[config.mk]
export PLATFORM = sky130hd
export DESIGN_NAME = ascii_hex_can_frame_parser
export DESIGN_NICKNAME = d
export VERILOG_FILES = /design/src/sv/acfp_pkg.sv /design/src/sv/acfp_in_reg.sv /design/src/sv/acfp_parser.sv /design/src/sv/acfp_out_reg.sv /design/src/sv/ascii_hex_can_frame_parser.sv
export VERILOG_INCLUDE_DIRS = /design/src /design/src/sv
export SDC_FILE = /design/constraint.sdc
export NUM_CORES = 1
export LEC_CHECK = 0
export BUFFER_PORTS_ARGS = -buffer_cell sky130_fd_sc_hd__buf_2
export CELL_PAD_IN_SITES_DETAIL_PLACEMENT = 1
export CELL_PAD_IN_SITES_GLOBAL_PLACEMENT = 1
export CORE_MARGIN = 8
export CORE_UTILIZATION = 42
export CTS_CLUSTER_SIZE = 14
export DETAILED_ROUTE_END_ITERATION = 8
export PLACE_DENSITY_LB_ADDON = 0.1
export SYNTH_ARGS = -nofsm -noshare
export SYNTH_HDL_FRONTEND = slang
export SYNTH_SLANG_ARGS = --single-unit
[constraint.sdc]
create_clock -name clk -period 3.9 [get_ports clk]
set_clock_uncertainty 0.05 [all_clocks]
set_input_delay 0.39 -clock clk [delete_from_list [all_inputs] [get_ports clk]]
set_output_delay 0.39 -clock clk [all_outputs]
set_load 0.03 [all_outputs]
[src/sv/ascii_hex_can_frame_parser_macros.svh]
// Assertion macros shared by the ASCII hex CAN frame parser RTL.
// No dependencies; included by the modules that carry assertions.
`ifndef ASCII_HEX_CAN_FRAME_PARSER_MACROS_SVH
`define ASCII_HEX_CAN_FRAME_PARSER_MACROS_SVH

// Same-cycle implication, checked outside reset.
`define ACFP_ASSERT_NOW(label, clk, rst, ante, cons) \
  label: assert property (@(posedge clk) disable iff (rst) (ante) |-> (cons)) \
    else $error("acfp assertion failed");

// Next-cycle implication, checked outside reset.
`define ACFP_ASSERT_NEXT(label, clk, rst, ante, cons) \
  label: assert property (@(posedge clk) disable iff (rst) (ante) |=> (cons)) \
    else $error("acfp assertion failed");

`endif

[src/sv/acfp_pkg.sv]
// Package for the ASCII hex CAN frame parser: character codes, stage and result types,
// and the hex digit decoder. No dependencies.
`timescale 1ns / 1ps

package acfp_pkg;

  localparam int MAX_DATA_BYTES = 8;
  localparam int PAYLOAD_LANES  = 8;
  localparam int MIN_LEN        = 7;

  localparam logic [7:0] CH_COLON = 8'h3A;
  localparam logic [7:0] CH_X     = 8'h58;
  localparam logic [7:0] CH_S     = 8'h53;
  localparam logic [7:0] CH_R     = 8'h52;
  localparam logic [7:0] CH_N     = 8'h4E;
  localparam logic [7:0] CH_SEMI  = 8'h3B;
  localparam logic [7:0] CH_CR    = 8'h0D;
  localparam logic [7:0] CH_LF    = 8'h0A;

  localparam logic [3:0] STD_ID_DIGITS = 4'd3;
  localparam logic [3:0] EXT_ID_DIGITS = 4'd8;
  localparam logic [3:0] TRAIL_MAX     = 4'd15;
  localparam logic [4:0] CHARS_MAX     = 5'd31;

  typedef struct packed {
    logic [7:0] char_byte;
    logic       last_char;
  } stage_t;

  typedef struct packed {
    logic        status;
    logic        extended;
    logic        remote;
    logic [31:0] can_id;
    logic [3:0]  data_length;
    logic [63:0] payload;
    logic [4:0]  chars_used;
  } result_t;

  // Bit 4 set means the character is not a hex digit; bits 3:0 hold the value.
  function automatic logic [4:0] hex_value(input logic [7:0] c);
    logic [4:0] r;
    r = 5'h10;
    if (c inside {[8'h30:8'h39]}) begin
      r = {1'b0, 4'(c - 8'h30)};
    end else if (c inside {[8'h41:8'h46]}) begin
      r = {1'b0, 4'(c - 8'h37)};
    end else if (c inside {[8'h61:8'h66]}) begin
      r = {1'b0, 4'(c - 8'h57)};
    end
    return r;
  endfunction

endpackage

[src/sv/acfp_in_reg.sv]
// Input register stage of the ASCII hex CAN frame parser.
// Depends on acfp_pkg for the stage type.
`timescale 1ns / 1ps

module acfp_in_reg (
  input  logic            clk,
  input  logic            rst,
  input  logic            char_valid,
  output logic            char_stall,
  input  logic [7:0]      char_byte,
  input  logic            last_char,
  input  logic            out_free,
  output logic            step,
  output acfp_pkg::stage_t stage
);

  logic             held;
  logic             advance;
  logic             load;
  acfp_pkg::stage_t stage_reg;

  // A character that ends the message can only move on when the result register is free.
  assign advance    = !stage_reg.last_char || out_free;
  assign step       = held && advance;
  assign char_stall = held && !advance;
  assign load       = char_valid && !char_stall;
  assign stage      = stage_reg;

  always_ff @(posedge clk) begin
    if (rst) begin
      held <= 1'b0;
    end else if (load) begin
      held <= 1'b1;
    end else if (advance) begin
      held <= 1'b0;
    end
  end

  always_ff @(posedge clk) begin
    if (load) begin
      stage_reg.char_byte <= char_byte;
      stage_reg.last_char <= last_char;
    end
  end

endmodule

[src/sv/acfp_parser.sv]
// Parse state and per-character update of the ASCII hex CAN frame parser.
// Depends on acfp_pkg and on the assertion macro header.
`timescale 1ns / 1ps
`include "ascii_hex_can_frame_parser_macros.svh"

module acfp_parser (
  input  logic              clk,
  input  logic              rst,
  input  logic              step,
  input  acfp_pkg::stage_t  stage,
  output logic              res_load,
  output acfp_pkg::result_t res
);

  typedef enum logic [3:0] {
    PH_START, PH_TYPE, PH_ID, PH_RN, PH_DHI, PH_DLO, PH_CR, PH_LF, PH_DONE
  } phase_t;

  phase_t      phase, phase_next;
  logic [3:0]  digit_count, digit_count_next;
  logic [31:0] id_accum, id_accum_next;
  logic [63:0] data_accum, data_accum_next;
  logic [3:0]  byte_count, byte_count_next;
  logic [3:0]  high_nibble, high_nibble_next;
  logic        ext_flag, ext_flag_next;
  logic        rtr_flag, rtr_flag_next;
  logic        error_flag, error_flag_next;
  logic [4:0]  char_count, char_count_next;

  logic [7:0]  ch;
  logic [4:0]  hv;
  logic        is_hex;
  logic [3:0]  id_digits;
  logic [5:0]  total;
  logic        bad;
  logic        at_start;
  logic        std_id_fits;

  assign ch     = stage.char_byte;
  assign hv     = acfp_pkg::hex_value(ch);
  assign is_hex = !hv[4];

  always_comb begin
    phase_next       = phase;
    digit_count_next = digit_count;
    id_accum_next    = id_accum;
    data_accum_next  = data_accum;
    byte_count_next  = byte_count;
    high_nibble_next = high_nibble;
    ext_flag_next    = ext_flag;
    rtr_flag_next    = rtr_flag;
    error_flag_next  = error_flag;
    char_count_next  = char_count;
    id_digits        = digit_count + 4'd1;

    // After the line feed only the trailing characters are counted.
    if (phase == PH_DONE) begin
      if (digit_count < acfp_pkg::TRAIL_MAX) begin
        digit_count_next = digit_count + 4'd1;
      end
    end else if (char_count < acfp_pkg::CHARS_MAX) begin
      char_count_next = char_count + 5'd1;
    end

    if (!error_flag) begin
      case (phase)
        PH_START: begin
          if (ch == acfp_pkg::CH_COLON) phase_next = PH_TYPE;
          else error_flag_next = 1'b1;
        end
        PH_TYPE: begin
          if (ch == acfp_pkg::CH_X) begin
            ext_flag_next = 1'b1;
            phase_next    = PH_ID;
          end else if (ch == acfp_pkg::CH_S) begin
            phase_next = PH_ID;
          end else if (ch == acfp_pkg::CH_R) begin
            rtr_flag_next = 1'b1;
            phase_next    = PH_DHI;
          end else if (ch == acfp_pkg::CH_N) begin
            phase_next = PH_DHI;
          end else begin
            error_flag_next = 1'b1;
          end
        end
        PH_ID: begin
          if (!is_hex) begin
            error_flag_next = 1'b1;
          end else begin
            id_accum_next    = {id_accum[27:0], hv[3:0]};
            digit_count_next = id_digits;
            if (id_digits >= (ext_flag ? acfp_pkg::EXT_ID_DIGITS
                                       : acfp_pkg::STD_ID_DIGITS)) begin
              phase_next = PH_RN;
            end
          end
        end
        PH_RN: begin
          if (ch == acfp_pkg::CH_R) begin
            rtr_flag_next = 1'b1;
            phase_next    = PH_DHI;
          end else if (ch == acfp_pkg::CH_N) begin
            phase_next = PH_DHI;
          end else begin
            error_flag_next = 1'b1;
          end
        end
        PH_DHI: begin
          if (ch == acfp_pkg::CH_SEMI) begin
            phase_next = PH_CR;
          end else if (byte_count < 4'(acfp_pkg::MAX_DATA_BYTES) && is_hex) begin
            high_nibble_next = hv[3:0];
            phase_next       = PH_DLO;
          end else begin
            error_flag_next = 1'b1;
          end
        end
        PH_DLO: begin
          if (!is_hex) begin
            error_flag_next = 1'b1;
          end else begin
            for (int i = 0; i < acfp_pkg::PAYLOAD_LANES; i++) begin
              if (byte_count[2:0] == 3'(i)) begin
                data_accum_next[8*i +: 8] = data_accum[8*i +: 8] | {high_nibble, hv[3:0]};
              end
            end
            byte_count_next = byte_count + 4'd1;
            phase_next      = PH_DHI;
          end
        end
        PH_CR: begin
          if (ch == acfp_pkg::CH_CR) phase_next = PH_LF;
          else error_flag_next = 1'b1;
        end
        PH_LF: begin
          if (ch == acfp_pkg::CH_LF) phase_next = PH_DONE;
          else error_flag_next = 1'b1;
        end
        default: begin
        end
      endcase
    end
  end

  // Trailing characters after the line feed still count toward the minimum length.
  always_comb begin
    total = {1'b0, char_count_next} +
            ((phase_next == PH_DONE) ? {2'b00, digit_count_next} : 6'd0);
    bad   = error_flag_next || (total < 6'(acfp_pkg::MIN_LEN)) ||
            (phase_next inside {PH_START, PH_TYPE, PH_ID, PH_RN, PH_DLO});

    res.status      = bad;
    res.extended    = bad ? 1'b0  : ext_flag_next;
    res.remote      = bad ? 1'b0  : rtr_flag_next;
    res.can_id      = bad ? 32'd0 : id_accum_next;
    res.data_length = bad ? 4'd0  : byte_count_next;
    res.payload     = bad ? 64'd0 : data_accum_next;
    res.chars_used  = bad ? 5'd0  : char_count_next;
  end

  assign res_load = step && stage.last_char;

  always_ff @(posedge clk) begin
    if (rst || res_load) begin
      phase       <= PH_START;
      digit_count <= 4'd0;
      id_accum    <= 32'd0;
      data_accum  <= 64'd0;
      byte_count  <= 4'd0;
      high_nibble <= 4'd0;
      ext_flag    <= 1'b0;
      rtr_flag    <= 1'b0;
      error_flag  <= 1'b0;
      char_count  <= 5'd0;
    end else if (step) begin
      phase       <= phase_next;
      digit_count <= digit_count_next;
      id_accum    <= id_accum_next;
      data_accum  <= data_accum_next;
      byte_count  <= byte_count_next;
      high_nibble <= high_nibble_next;
      ext_flag    <= ext_flag_next;
      rtr_flag    <= rtr_flag_next;
      error_flag  <= error_flag_next;
      char_count  <= char_count_next;
    end
  end

  assign at_start    = (phase == PH_START) && (char_count == 5'd0);
  assign std_id_fits = (res.can_id[31:12] == 20'd0);

  `ACFP_ASSERT_NEXT(a_restart_after_last, clk, rst, res_load, at_start)
  `ACFP_ASSERT_NOW(a_std_id_narrow, clk, rst, res_load && !res.extended, std_id_fits)

endmodule

[src/sv/acfp_out_reg.sv]
// Result register of the ASCII hex CAN frame parser.
// Depends on acfp_pkg for the result type.
`timescale 1ns / 1ps

module acfp_out_reg (
  input  logic              clk,
  input  logic              rst,
  input  logic              res_load,
  input  acfp_pkg::result_t res,
  input  logic              frame_stall,
  output logic              frame_valid,
  output logic              out_free,
  output acfp_pkg::result_t frame
);

  assign out_free = !frame_valid || !frame_stall;

  always_ff @(posedge clk) begin
    if (rst) begin
      frame_valid <= 1'b0;
    end else if (res_load) begin
      frame_valid <= 1'b1;
    end else if (!frame_stall) begin
      frame_valid <= 1'b0;
    end
  end

  always_ff @(posedge clk) begin
    if (res_load) begin
      frame <= res;
    end
  end

endmodule

[src/sv/ascii_hex_can_frame_parser.sv]
// Top level of the ASCII hex CAN frame parser: input stage, parser and result register.
// Depends on acfp_pkg, acfp_in_reg, acfp_parser, acfp_out_reg and the macro header.
//
//   Channel | Direction | Handshake                  | Payload
//   --------+-----------+----------------------------+-----------------------------------------
//   char    | in        | char_valid / char_stall    | char_byte, last_char
//   frame   | out       | frame_valid / frame_stall  | status, extended, remote, can_id,
//           |           |                            | data_length, payload, chars_used
//
// One character is taken in every cycle unless the last character of a message waits for a
// free result register. A character is registered in the input register and is folded into
// the parse state when it steps on; the character marked last also loads the result register
// at that edge, from which the frame is offered. Reset (rst, synchronous) clears the stage,
// the parse state and the result valid flag. A stalled result holds the last character in
// the input register and stalls the character channel only in that case.
`timescale 1ns / 1ps
`include "ascii_hex_can_frame_parser_macros.svh"

module ascii_hex_can_frame_parser (
  input  logic        clk,
  input  logic        rst,
  input  logic        char_valid,
  output logic        char_stall,
  input  logic [7:0]  char_byte,
  input  logic        last_char,
  output logic        frame_valid,
  input  logic        frame_stall,
  output logic        status,
  output logic        extended,
  output logic        remote,
  output logic [31:0] can_id,
  output logic [3:0]  data_length,
  output logic [63:0] payload,
  output logic [4:0]  chars_used
);

  logic              out_free;
  logic              step;
  logic              res_load;
  acfp_pkg::stage_t  stage;
  acfp_pkg::result_t res;
  acfp_pkg::result_t frame;
  logic              err_fields_zero;
  logic              length_ok;

  // The input stage lets ordinary characters through at full rate; only the character
  // that closes a message waits for room in the result register.
  acfp_in_reg u_in_reg (
    .clk        (clk),
    .rst        (rst),
    .char_valid (char_valid),
    .char_stall (char_stall),
    .char_byte  (char_byte),
    .last_char  (last_char),
    .out_free   (out_free),
    .step       (step),
    .stage      (stage)
  );

  // The parser holds the message state and forms the result for the closing character.
  acfp_parser u_parser (
    .clk      (clk),
    .rst      (rst),
    .step     (step),
    .stage    (stage),
    .res_load (res_load),
    .res      (res)
  );

  // The result register keeps a finished frame until the frame transaction completes.
  acfp_out_reg u_out_reg (
    .clk         (clk),
    .rst         (rst),
    .res_load    (res_load),
    .res         (res),
    .frame_stall (frame_stall),
    .frame_valid (frame_valid),
    .out_free    (out_free),
    .frame       (frame)
  );

  assign status      = frame.status;
  assign extended    = frame.extended;
  assign remote      = frame.remote;
  assign can_id      = frame.can_id;
  assign data_length = frame.data_length;
  assign payload     = frame.payload;
  assign chars_used  = frame.chars_used;

  // A malformed message must leave every data field of its frame at zero.
  assign err_fields_zero = (can_id == 32'd0) && (payload == 64'd0) &&
                           (chars_used == 5'd0) && (data_length == 4'd0);
  assign length_ok       = (data_length <= 4'(acfp_pkg::MAX_DATA_BYTES));

  `ACFP_ASSERT_NOW(a_error_fields_clear, clk, rst, frame_valid && status, err_fields_zero)
  `ACFP_ASSERT_NOW(a_length_in_range, clk, rst, frame_valid && !status, length_ok)

endmodule

-- Word-level counts from Yosys, hierarchy flattened
Cells that the tools add are included.
- flip-flop bits (word level): 239
- input port bits: 13
- logic and storage cells: 171
- add/sub/neg operators: 7
- $lt $le $gt $ge: 11
- eq/ne operators: 29
- mux-type cells: 67
- bitwise logic cells: 10
- reductions and logical operators: 26
- operators with widths (kind ; count):
    $mux 64 ; 3
    $mux 32 ; 3
    $mux 4 ; 23
    $mux 8 ; 8
    $or 8x8->8 ; 8
    $eq 8x7->1 const B ; 4
    $pmux 4 s8 ; 1
    $mux 5 ; 5
    $mux 1 ; 22
    $eq 4x3->1 const B ; 5
    $eq 4x2->1 const B ; 4
    $eq 8x4->1 const B ; 2
    $eq 8x6->1 const B ; 2
    $ge 8x7->1 const B ; 2
    $le 8x7->1 const B ; 2
    $eq 3x3->1 const B ; 4
    $add 4x1->4 const B ; 2
    $eq 4x1->1 const B ; 2
    $eq 4x4->1 const B ; 2
    $ge 8x6->1 const B ; 1
    $le 8x6->1 const B ; 1
    $logic_and 1x1->1 ; 8
    $logic_not 4->1 ; 2
    $lt 4x4->1 const B ; 2
    other kinds (20) ; 32

-- Depth between registers and ports, before layout
Gate-level depths: netlist of run 1.
- depth in word-level cells: 17
- gate-level depth with buffers: 19
- gate-level depth less buffers: 17

-- Modules after synthesis
From an unflattened synthesis of run 1, not the netlist that was laid out.
- cell total of the unflattened synthesis: 1061
- area total of the unflattened synthesis: 10692.8 um2
- by module, submodules not included (module ; times used ; cells an instance ; area each (um2) ; seq. area each (um2)):
    acfp_parser ; 1 ; 932 ; 7076.8 ; 2402.3
    acfp_out_reg ; 1 ; 112 ; 3275.6 ; 3263.1
    acfp_in_reg ; 1 ; 17 ; 340.3 ; 290.3

-- Least setup slack after synthesis of run 1
Ideal clock, no wire load.
- kind: reg-to-reg
- from: register u_out_reg.frame_valid
- to: register u_parser.char_count[2]
- library setup time: 128 ps
- arrival time: 4161 ps
- setup slack: -438 ps
- stages on the path, launching flop included: 7
- clock period less this slack: 4338 ps
- cell sequence: dfxtp_1 -> nand3_1 -> and3_1 -> or2_1 -> clkbuf_1 -> clkbuf_1 -> nor2_1
- word-level cells in the longest chain between the ends: 6
- ends and longest elaborated chain (item ; RTL line ; text):
    start, declared ; acfp_out_reg.sv:11 ; output logic frame_valid,
    start signal, assigned ; acfp_out_reg.sv:20 ; frame_valid <= 1'b0;
    start signal, assigned ; acfp_out_reg.sv:22 ; frame_valid <= 1'b1;
    start signal, assigned ; acfp_out_reg.sv:24 ; frame_valid <= 1'b0;
    $logic_not 1->1 ; acfp_out_reg.sv:16 ; assign out_free = !frame_valid || !frame_stall;
    $logic_or 1x1->1 ; acfp_out_reg.sv:16 ;
    $logic_or 1x1->1 ; acfp_in_reg.sv:23 ; assign advance = !stage_reg.last_char || out_free;
    $logic_and 1x1->1 ; acfp_in_reg.sv:24 ; assign step = held && advance;
    $logic_and 1x1->1 ; acfp_parser.sv:161 ; assign res_load = step && stage.last_char;
    via res_load ; ascii_hex_can_frame_parser.sv:39 ; logic res_load;
    $logic_or 1x1->1 ; acfp_parser.sv:164 ; if (rst || res_load) begin
    end signal, assigned ; acfp_parser.sv:185 ; char_count <= char_count_next;
    end, declared ; acfp_parser.sv:28 ; logic [4:0] char_count, char_count_next;
The timed path passes the listed nets, and every way through them passes these cells.
A chain may end at the register's enable or synchronous reset.

-- Worst setup path in the final report of run 1
- from: register u_in_reg.stage_reg, in the netlist u_in_reg.stage[1]
- to: register u_out_reg.frame[51] (netlist name)
- word-level cells in the longest chain between the ends: 17
- ends and longest elaborated chain (item ; RTL line ; text):
    start, declared ; acfp_in_reg.sv:20 ; acfp_pkg::stage_t stage_reg;
    $ge 8x7->1 or $le 8x7->1 (tied branches) ; acfp_pkg.sv:48 ; end else if (c inside {[8'h61:8'h66]}) begin
    $logic_and 1x1->1 ; acfp_pkg.sv:48 ;
    $mux 5 ; acfp_pkg.sv:48 ;
    $mux 5 ; acfp_pkg.sv:46 ; end else if (c inside {[8'h41:8'h46]}) begin
    $mux 5 ; acfp_pkg.sv:44 ; if (c inside {[8'h30:8'h39]}) begin
    $logic_not 1->1 ; acfp_parser.sv:41 ; assign is_hex = !hv[4];
    $logic_and 1x1->1 ; acfp_parser.sv:111 ; end else if (byte_count < 4'(acfp_pkg::MAX_DATA_BYTES) && is_hex) begin
    $mux 4 ; acfp_parser.sv:111 ;
    $mux 4 ; acfp_parser.sv:109 ; if (ch == acfp_pkg::CH_SEMI) begin
    $pmux 4 s8 ; acfp_parser.sv:66 ; case (phase)
    $mux 4 ; acfp_parser.sv:65 ; if (!error_flag) begin
    $eq 4x4->1 ; acfp_parser.sv:148 ; ((phase_next == PH_DONE) ? {2'b00, digit_count_next} : 6'd0);
    $mux 4 ; acfp_parser.sv:148 ;
    $add 5x6->6 ; acfp_parser.sv:147 ; total = {1'b0, char_count_next} +
    $lt 6x3->1 ; acfp_parser.sv:149 ; bad = error_flag_next || (total < 6'(acfp_pkg::MIN_LEN)) ||
    $logic_or 1x1->1 (2 in a row) ; acfp_parser.sv:149 ;
Several ways; a longest one is shown, not always the timed one.

==> results of run 1 <==
-- kinds of logic after synthesis --
| logic type | after synthesis | share of synthesized area (%) |
|---|---|---|
| AOI/OAI and AO/OA | 347 | 23.8 |
| and+or+nand+nor | 279 | 11.7 |
| DFF | 239 | 53.4 |
| buffers and inverters | 110 | 4.91 |
| muxes | 33 | 2.97 |
| adders and majority gates | 20 | 2.31 |
| xor gates and xnor gates | 12 | 0.942 |
-- layer usage --
metal  share of wire [%]  up-vias
met1                  45     4473
met2                  49      178
li1                    -     4241
met4                 2.1        0
met5                   0        -
met3                 3.9       43
-- cell usage after synthesis, types with 3 or more instances --
master and number:
a41oi_1 3, o21a_1 3, edfxtp_1 117, buf_2 12, and3_1 14, o21ai_0 9, nor3b_1 3, nor2_1 119
a22oi_1 4, buf_4 4, nand3_1 7, buf_1 4, mux2i_1 32, nand2b_1 4, and2_1 5, clkbuf_1 63
xnor2_1 6, a31oi_1 57, and2_0 4, o211a_1 5, buf_6 14, dfxtp_1 122, a21oi_1 126, xor2_1 6
nor3_1 7, nor2b_1 10, nand2_1 80, ha_1 19, inv_1 13, a211oi_1 36, nand4_1 4, a211oi_2 81
-- worst min-delay path by stage --
stage / startpoint / end / slack, ns / cells past startpoint
4_1_cts: char_valid / u_in_reg.held$_SDFFE_PP0P_ / 0.05 / 3
2_1_floorplan: u_parser.id_accum[28]$_SDFFE_PP0P_ / u_parser.id_accum[28]$_SDFFE_PP0P_ / 0.38 / 2
6_report: char_valid / u_in_reg.held$_SDFFE_PP0P_ / 0.07 / 3
3_5_place_dp: u_parser.id_accum[29]$_SDFFE_PP0P_ / u_parser.id_accum[29]$_SDFFE_PP0P_ / 0.40 / 2
3_3_place_gp: u_parser.id_accum[28]$_SDFFE_PP0P_ / u_parser.id_accum[28]$_SDFFE_PP0P_ / 0.39 / 2
5_1_grt: frame_stall / u_out_reg.frame_valid$_SDFFE_PP0P_ / 0.07 / 3
-- metrics by stage --
step | setup slack, ns | power [mW] | cells | setup TNS (ns)
final | -0.383 | 5.20 | 1584 | -35.79
after floorplan | -0.181 | 2.81 | 1040 | -17.50
after global routing | -0.516 | 5.36 | 1584 | -50.92
after CTS | -0.251 | 5.25 | 1575 | -22.13
after global placement | -0.306 | 2.90 | 1507 | -28.03
after detailed placement | -0.411 | 2.91 | 1507 | -38.27
-- worst max-delay path, cell delays in order (launching register included) --
cell       delay [ns]
edfxtp_1         0.44
inv_2            0.11
ha_4             0.14
or3b_4           0.41
and3_4           0.18
nor2_4           0.16
nor2_4           0.06
o41ai_4          0.34
o221ai_2         0.19
nor2_1           0.15
ha_2             0.21
fa_2             0.45
a311oi_2         0.27
nand2_1          0.10
o21bai_2         0.15
or2_4            0.18
buf_12           0.16
clkbuf_16        0.18
a211oi_2         0.04
-- timing repair --
action                                  4_1_cts  5_1_grt
endpoints found under the hold margin        11        0
pin swaps                                     5       18
buffers inserted                              5        6
endpoints found under the setup margin      108      108
gates cloned                                  3        3
resized for setup                            20       30
hold buffers                                 10        0
-- power groups by stage --
| stage | Sequential, mW | Clock, mW | Combinational [mW] |
|---|---|---|---|
| finish | 2.65 | 2.32 | 0.224 |
| global route | 2.65 | 2.47 | 0.241 |
| CTS | 2.65 | 2.38 | 0.216 |
| detailed placement | 2.71 | 0 | 0.200 |
| global placement | 2.70 | 0 | 0.197 |
| floorplan | 2.72 | 0 | 0.0919 |
-- area by class of cell --
type | instances | area, um2
clock buffers | 39 | 721
clock inverters | 11 | 70.1
fillers | 2820 | 12000
inverters | 13 | 48.8
multi-input cells | 691 | 4900
flip-flops and latches | 239 | 5960
well taps | 335 | 419
repair buffers | 256 | 1960
==> results.sh, run 1 <==
export IMPL_pwr_share_comb_pct=4.3
export IMPL_numCtsBuffers=27
export IMPL_hold_violations=0
export IMPL_p_clk_share_pct=44.6
export IMPL_worstSetupPathType="reg -> reg"
export IMPL_synth_cell_type_count=69
export IMPL_grt_busiest_layer="met2"
export IMPL_vdd_drop_max_v=0.000351
export IMPL_final_core_util_pct=54.0
export IMPL_grt_usage_pct=19.6
export IMPL_synth_area_leaders="edfxtp_1, dfxtp_1, a211oi_2"
export IMPL_p_int_mw=4.01
export IMPL_cts_tree="yes"
export IMPL_fin_ws_ns=-0.383
export IMPL_drive_gt1_share_pct=33.5
export IMPL_tightest_slew_ns=0.884
export IMPL_wl_mm=32.5
export IMPL_drv_slew=0
export IMPL_timing_reg2reg_setup_slack_ns=-0.38
export IMPL_r2r_cells=18
export IMPL_syn_avg_cell_area_um2=10.7
export IMPL_rsz0062_at_grt="true"
export IMPL_max_freq_mhz=233
export IMPL_cts_root_buf="clkbuf_16"
export IMPL_place_gp_congestion=0.845
export IMPL_final_nets=1261
export IMPL_async_flop_share_pct=0
export IMPL_route_detailed_drc=0
export IMPL_die_h_um=179
export IMPL_dieWidth_um=179
export IMPL_yosysSeqAreaShare_pct=53.4
export IMPL_p_seq_share_pct=51.1
export IMPL_postLayoutCellArea_um2=14100
export IMPL_sw_frac_of_total_pct=22.8
export IMPL_synth_edff_count=117
export IMPL_net_switching_power_mw=1.18
export IMPL_use_met3_pct=2.34
export IMPL_area_delta_synth_final_pct=26.2
export IMPL_cts_reportedPaths_clkPinSlew_ns=0.06
export IMPL_synthCells=1040
export IMPL_critPathMaxFanout=7
export IMPL_synth_top_area_share_pct=31.5
export IMPL_ys_ff_latch=239
export IMPL_dp_hpwl_mm=20.6
export IMPL_routedWlPerCell_um=20.5
export IMPL_p_per_area_nw_per_um2=369
export IMPL_cts_max_level=1
export IMPL_min_period_ns=4.28
export IMPL_synth_cell_area_um2=11200
export IMPL_io_buffers=122
export IMPL_clk_latency_ns=0.54
export IMPL_regMostFlops="u_out_reg.frame"
export IMPL_violations="negative setup slack"
export IMPL_die_area_um2=32000
export IMPL_grt_max_degree=110
export IMPL_endpoint="u_out_reg.frame[51]$_SDFFCE_PP0P_"
export IMPL_mostFrequentLayoutCells="a21oi_1, buf_2, dfxtp_1"
export IMPL_dr_pass1_iters=4
export IMPL_num_rows=59
export IMPL_place_area_um2=12700
export IMPL_status="finished, violations left"
export IMPL_crit_path_start_kind="flop"
export IMPL_holdWs_ns=0.0678
export IMPL_hold_path_class="in -> reg"
export IMPL_r2r_start="u_in_reg.stage[1]$_DFFE_PP_"
export IMPL_yosysTopAreaCell="edfxtp_1"
export IMPL_initial_core_util_pct=42.8
export IMPL_crit_start="u_in_reg.stage[1]$_DFFE_PP_"
export IMPL_r2r_end="u_out_reg.frame[51]$_SDFFCE_PP0P_"
export IMPL_ioPinCount=123
export IMPL_end_kind="flop"
export IMPL_fin_crit_sh_pct=110
export IMPL_setup_violations=107
export IMPL_antenna_left=0
export IMPL_dominantRegCellSynth="dfxtp_1"
export IMPL_syn_nets=1073
export IMPL_max_cap_viol_count=0
export IMPL_antenna_found_initial=0
export IMPL_top_regs="u_out_reg.frame x108, u_parser.data_accum x64, u_parser.id_accum x32"
export IMPL_layout_commonest_cell="a21oi_1"
export IMPL_num_antenna_cells=0
export IMPL_yosys_warnings=0
export IMPL_maxSlewHeadroom_pct=40.9
export IMPL_grt_first_pass_wirelength_mm=50.3
export IMPL_core_area_um2=26100
export IMPL_crit_required_ns=4.11
export IMPL_grt_pass1_vias=9070
export IMPL_largest_reg_flops=108
export IMPL_vias_per_cell=5.64
export IMPL_total_leakage_power_nw=5.41
export IMPL_cts_sinks=239
export IMPL_grt_overflow=0
export IMPL_cp_arrival_ns=4.49
export IMPL_initialDrtViolationCount=555
export IMPL_cts_max_path_buffers=3
export IMPL_use_met1_pct=26.4
export IMPL_routed_via_count=8935
export IMPL_met2_usage_pct=33.2
No activity file was read; power rests on OpenSTA's default activity.
==> run 2, diff against run 1 <==
--- a/config.mk
+++ b/config.mk
@@ -6,11 +6,13 @@
 export SDC_FILE = /design/constraint.sdc
 export NUM_CORES = 1
 export LEC_CHECK = 0
+export ABC_AREA = 1
 export BUFFER_PORTS_ARGS = -buffer_cell sky130_fd_sc_hd__buf_2
 export CELL_PAD_IN_SITES_DETAIL_PLACEMENT = 1
 export CELL_PAD_IN_SITES_GLOBAL_PLACEMENT = 1
+export CORE_ASPECT_RATIO = 2
 export CORE_MARGIN = 8
-export CORE_UTILIZATION = 42
+export CORE_UTILIZATION = 40
 export CTS_CLUSTER_SIZE = 14
 export DETAILED_ROUTE_END_ITERATION = 8
 export PLACE_DENSITY_LB_ADDON = 0.1
==> results.sh, run 2 <==
export IMPL_synth_area_leaders="edfxtp_1, dfxtp_1, nor2_1"
export IMPL_yosys_warnings=0
export IMPL_cts_max_path_buffers=3
export IMPL_max_freq_mhz=257
export IMPL_initial_core_util_pct=40.3
export IMPL_place_area_um2=11400
export IMPL_synth_cell_type_count=37
export IMPL_dr_pass1_iters=6
export IMPL_synthTopCellsByCount="nor2_1, inv_1, nand2_1"
export IMPL_status="completed"
export IMPL_clk_latency_ns=0.53
export IMPL_fillers=2980
export IMPL_slowest_stage="edfxtp_1"
export IMPL_synthCells=1139
export IMPL_top_regs="u_out_reg.frame x108, u_parser.data_accum x64, u_parser.id_accum x32"
export IMPL_synth_edff_count=117
export IMPL_initialDrtViolationCount=407
export IMPL_rsz0062_at_grt="true"
export IMPL_total_leakage_power_nw=5.24
export IMPL_crit_top_cell="nor2_2"
export IMPL_syn_nets=1172
export IMPL_async_flop_share_pct=0
export IMPL_antenna_left=0
export IMPL_synth_most_common_cell="nor2_1"
export IMPL_area_delta_synth_final_pct=26.1
export IMPL_dieWidth_um=129
export IMPL_fin_crit_sh_pct=99.7
export IMPL_vias_per_cell=5.12
export IMPL_dominantRegCellSynth="dfxtp_1"
export IMPL_mostFrequentLayoutCells="nor2_1, inv_1, nand2_1"
export IMPL_power_total_mw=5.31
export IMPL_hold_violations=0
export IMPL_postLayoutCellArea_um2=13000
export IMPL_max_cap_viol_count=0
export IMPL_cts_sinks=239
export IMPL_crit_path_start_kind="flop"
export IMPL_die_area_um2=31500
export IMPL_worstSetupPathType="reg -> reg"
export IMPL_io_buffers=122
export IMPL_grt_pass1_vias=8701
export IMPL_die_h_um=243
export IMPL_numCtsBuffers=22
export IMPL_synth_top_area_share_pct=34.1
export IMPL_grt_max_degree=138
export IMPL_core_area_um2=25500
export IMPL_tightest_slew_ns=0.970
export IMPL_fin_tns_setup_ns=0
export IMPL_drive_gt1_share_pct=24.8
export IMPL_ioPinCount=123
export IMPL_num_antenna_cells=0
export IMPL_antenna_found_initial=0
export IMPL_routed_via_count=8532
export IMPL_largest_reg_flops=108
export IMPL_num_rows=83
export IMPL_cts_root_buf="clkbuf_16"
export IMPL_crit_required_ns=4.11
export IMPL_yosysTopAreaCell="edfxtp_1"
export IMPL_cp_arrival_ns=4.10
export IMPL_dp_hpwl_mm=20.1
export IMPL_route_detailed_drc=0
export IMPL_holdWs_ns=0.0875
export IMPL_cpPeakStageDelay_ns=0.45
export IMPL_final_nets=1344
export IMPL_cts_tree="yes"
export IMPL_min_period_ns=3.89
export IMPL_grt_usage_pct=18.5
export IMPL_layout_commonest_cell="nor2_1"
export IMPL_p_per_area_nw_per_um2=408
export IMPL_final_core_util_pct=50.9
export IMPL_maxSlewHeadroom_pct=35.1
export IMPL_setup_violations=0
export IMPL_cts_reportedPaths_clkPinSlew_ns=0.08
export IMPL_regMostFlops="u_out_reg.frame"
export IMPL_place_gp_congestion=0.873
export IMPL_path_cells="inv_2 > ha_4 > nand3b_1 > nand3_4 > buf_4 > nand3_2 > nand2_2 > nor2_2 > nand3_2 > nand2_2 > nand4_1 > nor2_1 > ha_2 > fa_2 > a31oi_1 > nand3_1 > nand2_1 > nor2_2 > nand3_4 > clkbuf_16 > clkbuf_16 > nor2_2"
export IMPL_syn_avg_cell_area_um2=9.05
export IMPL_grt_overflow=0
export IMPL_yosysSeqAreaShare_pct=57.8
export IMPL_grt_first_pass_wirelength_mm=45.7
export IMPL_ys_ff_latch=239
export IMPL_cts_max_level=1
export IMPL_wl_mm=31.5
export IMPL_vdd_drop_max_v=0.000411
export IMPL_drv_slew=0
export IMPL_critPathMaxFanout=5
export IMPL_hold_path_class="in -> reg"
export IMPL_synth_cell_area_um2=10300
export IMPL_end_kind="flop"
export IMPL_routedWlPerCell_um=18.9
==> run 2: changes by cell type after synthesis, sizes merged, moves of 42 or more <==
cell	change
a21oi	-64
nand2	+69
a211oi	-99
nor2	+91
inv	+145
o21ai	+103
a31oi	-42
==> run 2: per-stage QoR <==
stage,setup WS (ns),cells
floorplan,0.367,1139
global placement,-0.0552,1584
detailed placement,-0.164,1584
CTS,-0.0248,1636
global route,-0.199,1667
finish,0.0112,1667
==> run 2: timing repair <==
item                                    in CTS  in global routing
hold buffers                                10                  0
pin swaps                                    0                 31
endpoints found under the setup margin     108                108
setup buffers                                1                 20
hold endpoints to repair                    10                  0
gates resized for setup                      5                 84
cloned                                       1                 11
==> run 2: critical path, delay by kind of cell, from the launching register on <==
| family | cells | cell delay, ns |
|---|---|---|
| fa+ha+maj | 3 | 0.81 |
| compound gates | 1 | 0.14 |
| buf+inv | 4 | 0.65 |
| flops | 1 | 0.45 |
| simple gates | 14 | 1.52 |
==> run 2: cell families after synthesis <==
kind of cell	Yosys count	synth area share, %
adder cells (fa/ha/maj)	20	2.50
AO/OA/AOI/OAI	257	14.3
flip-flops	239	57.8
AND/OR/NAND/NOR	399	16.2
XOR/XNOR	8	0.680
buffers and inverters	211	8.10
multiplexers	5	0.486
==> run 2: final timing paths <==
check | cells after the start | to | startpoint | slack [ns]
max | 22 | u_out_reg.frame[79]$_SDFFCE_PP0P_ | u_in_reg.stage[2]$_DFFE_PP_ | 0.01
min | 3 | u_in_reg.held$_SDFFE_PP0P_ | char_valid | 0.09
max reg2reg | 22 | u_out_reg.frame[79]$_SDFFCE_PP0P_ | u_in_reg.stage[2]$_DFFE_PP_ | 0.01
min reg2reg | 2 | u_parser.data_accum[42]$_SDFFE_PP0P_ | u_parser.data_accum[42]$_SDFFE_PP0P_ | 0.41
==> run 2: area by class of cell <==
cell class	count	area (um2)	share of cell area, %
flip-flops and latches	239	5960	45.9
multi-input cells	689	3800	29.2
repair buffers	199	1510	11.6
clock buffers	35	671	5.16
inverters	160	607	4.67
well taps	340	425	3.27
clock inverters	5	22.5	0.173
==> run 2: routing by layer <==
layer | up-vias | part of all wire, % | track usage, %
li1 | 4114 | - | -
met1 | 4196 | 35 | 18.1
met2 | 164 | 57 | 36.8
met3 | 58 | 3.7 | 2.53
met4 | 0 | 3.5 | 7.84
met5 | - | 0 | 0
==> run 2: report_power, final <==
part           leakage (nW)  switching, mW  internal (mW)
combinational          2.78          0.320          0.147
sequential             2.12         0.0398           2.68
clock                 0.343          0.940           1.18
==> run 3, diff against run 2 <==
--- a/config.mk
+++ b/config.mk
@@ -11,8 +11,9 @@
 export CELL_PAD_IN_SITES_DETAIL_PLACEMENT = 1
 export CELL_PAD_IN_SITES_GLOBAL_PLACEMENT = 1
 export CORE_ASPECT_RATIO = 2
-export CORE_MARGIN = 8
+export CORE_MARGIN = 2
 export CORE_UTILIZATION = 40
+export CTS_BUF_LIST = sky130_fd_sc_hd__clkbuf_16
 export CTS_CLUSTER_SIZE = 14
 export DETAILED_ROUTE_END_ITERATION = 8
 export PLACE_DENSITY_LB_ADDON = 0.1
==> results.sh, run 3 (synthesized netlist as in run 2, its figures left out) <==
export IMPL_status="completed"
export IMPL_cts_sinks=239
export IMPL_dp_hpwl_mm=19.6
export IMPL_place_area_um2=11400
export IMPL_layout_commonest_cell="nor2_1"
export IMPL_end_kind="flop"
export IMPL_postLayoutCellArea_um2=12700
export IMPL_drive_gt1_share_pct=22.0
export IMPL_vias_per_cell=5.13
export IMPL_r2r_start="u_in_reg.stage[2]$_DFFE_PP_"
export IMPL_hold_end="u_in_reg.held$_SDFFE_PP0P_"
export IMPL_place_ws_ns=-0.0280
export IMPL_grt_max_degree=75
export IMPL_mostFrequentLayoutCells="nor2_1, inv_1, nand2_1"
export IMPL_fin_ws_ns=0.0762
export IMPL_wl_mm=31.1
export IMPL_area_delta_synth_final_pct=23.5
export IMPL_grt_pass1_vias=8649
export IMPL_cp_arrival_ns=4.05
export IMPL_fin_crit_sh_pct=98.0
export IMPL_crit_required_ns=4.13
export IMPL_final_nets=1335
export IMPL_p_per_area_nw_per_um2=414
export IMPL_r2r_end="u_out_reg.frame[70]$_SDFFCE_PP0P_"
export IMPL_routed_via_count=8500
export IMPL_crit_start="u_in_reg.stage[2]$_DFFE_PP_"
export IMPL_vdd_drop_max_v=0.000325
export IMPL_place_gp_congestion=0.858
export IMPL_stdcell_count=1658
export IMPL_clk_latency_ns=0.54
export IMPL_highest_layer="met4"
export IMPL_r2r_cells=24
export IMPL_routedWlPerCell_um=18.7
export IMPL_setup_violations=0
export IMPL_final_core_util_pct=49.8
export IMPL_dr_pass1_iters=4
export IMPL_power_total_mw=5.27
export IMPL_largest_reg_flops=108
export IMPL_timing_reg2reg_setup_slack_ns=0.08
export IMPL_total_leakage_power_nw=5.18
export IMPL_initialDrtViolationCount=400
export IMPL_wl_met1_mm=11.3
export IMPL_dp_cells=1581
export IMPL_maxSlewHeadroom_pct=24.3
export IMPL_max_cap_viol_count=0
export IMPL_critPathMaxFanout=7
export IMPL_crit_path_start_kind="flop"
export IMPL_route_met3_wl_mm=1.06
export IMPL_io_buffers=122
export IMPL_grt_first_pass_wirelength_mm=45.5
export IMPL_cts_reportedPaths_clkPinSlew_ns=0.07
export IMPL_numCtsBuffers=23
export IMPL_ioPinCount=123
export IMPL_hp_start="char_valid"
export IMPL_regMostFlops="u_out_reg.frame"
export IMPL_top_regs="u_out_reg.frame x108, u_parser.data_accum x64, u_parser.id_accum x32"
export IMPL_grt_usage_pct=21.1
export IMPL_tightest_slew_ns=1.13
export IMPL_num_rows=83
export IMPL_whs_path_depth=3
export IMPL_min_period_ns=3.82
export IMPL_cts_max_level=1
export IMPL_die_h_um=231
export IMPL_hold_path_class="in -> reg"
export IMPL_antenna_found_initial=0
export IMPL_antenna_left=0
export IMPL_initial_core_util_pct=40.3
export IMPL_rsz0062_at_grt="true"
export IMPL_cts_root_buf="clkbuf_16"
export IMPL_fin_tns_setup_ns=0
export IMPL_worstSetupPathType="reg -> reg"
export IMPL_route_detailed_drc=0
export IMPL_holdWs_ns=0.0628
export IMPL_hold_violations=0
export IMPL_core_area_um2=25500
export IMPL_dieWidth_um=117
export IMPL_dr_wl_met2_mm=17.7
export IMPL_cts_tree="yes"
export IMPL_max_freq_mhz=262
export IMPL_grt_overflow=0
export IMPL_num_antenna_cells=0
export IMPL_drv_slew=0
export IMPL_die_area_um2=27100
export IMPL_cts_max_path_buffers=3
-- run 3: critical path, stage by stage (launching register included) --
cell and delay, ns:
edfxtp_1 0.46, inv_2 0.14, ha_2 0.22, nor2_2 0.04
nand2_1 0.11, nand3_4 0.12, nand2_4 0.12, nand2_1 0.10
nor2_2 0.14, nor2_2 0.05, nand3_2 0.11, nand2_2 0.07
nand4_1 0.14, nor2_1 0.08, ha_2 0.18, fa_2 0.35
o21a_1 0.20, a31oi_1 0.15, nand3_1 0.09, nand2_1 0.08
nor2_2 0.05, nand3_4 0.12, buf_12 0.16, clkbuf_16 0.18
nor2_1 0.05
-- run 3: where the power goes --
group / internal [mW] / switching (mW) / leakage [nW] / total, mW
registers: 2.68 / 0.0392 / 2.12 / 2.72
clock network: 1.13 / 0.968 / 0.370 / 2.10
logic: 0.134 / 0.314 / 2.68 / 0.447
total: 3.95 / 1.32 / 5.18 / 5.27
-- run 3: what timing repair did --
item	CTS	global route
hold buffers	10	0
buffers inserted	0	17
cloned	0	9
resized for setup	3	53
endpoints found under the hold margin	10	0
setup endpoints to repair	50	108
pin swaps	0	14
-- run 3: final cells by class --
type                       count  area (um2)
clock buffer                  23         576
clock inverter                18         104
fill                        3006       12800
inverter                     160         604
multi-input combinational    689        3680
sequential                   239        5960
tap                          340         425
timing repair buffer         189        1370
-- run 3: worst max path at each step --
stage,to,slack [ns]
CTS,u_out_reg.frame[78]$_SDFFCE_PP0P_,-0.007
floorplan,u_out_reg.frame[3]$_SDFFCE_PP0P_,0.37
detailed placement,u_out_reg.frame[92]$_SDFFCE_PP0P_,-0.03
finish,u_out_reg.frame[70]$_SDFFCE_PP0P_,0.08
global placement,u_out_reg.frame[8]$_SDFFCE_PP0P_,0.003
global route,u_out_reg.frame[70]$_SDFFCE_PP0P_,-0.17
-- run 3: per-layer routing --
| layer | vias to the layer above | GRT usage, % |
|---|---|---|
| met3 | 46 | 2.74 |
| met2 | 150 | 42.9 |
| met4 | 0 | 7.87 |
| met5 | - | 0 |
| met1 | 4201 | 21.3 |
| li1 | 4103 | - |
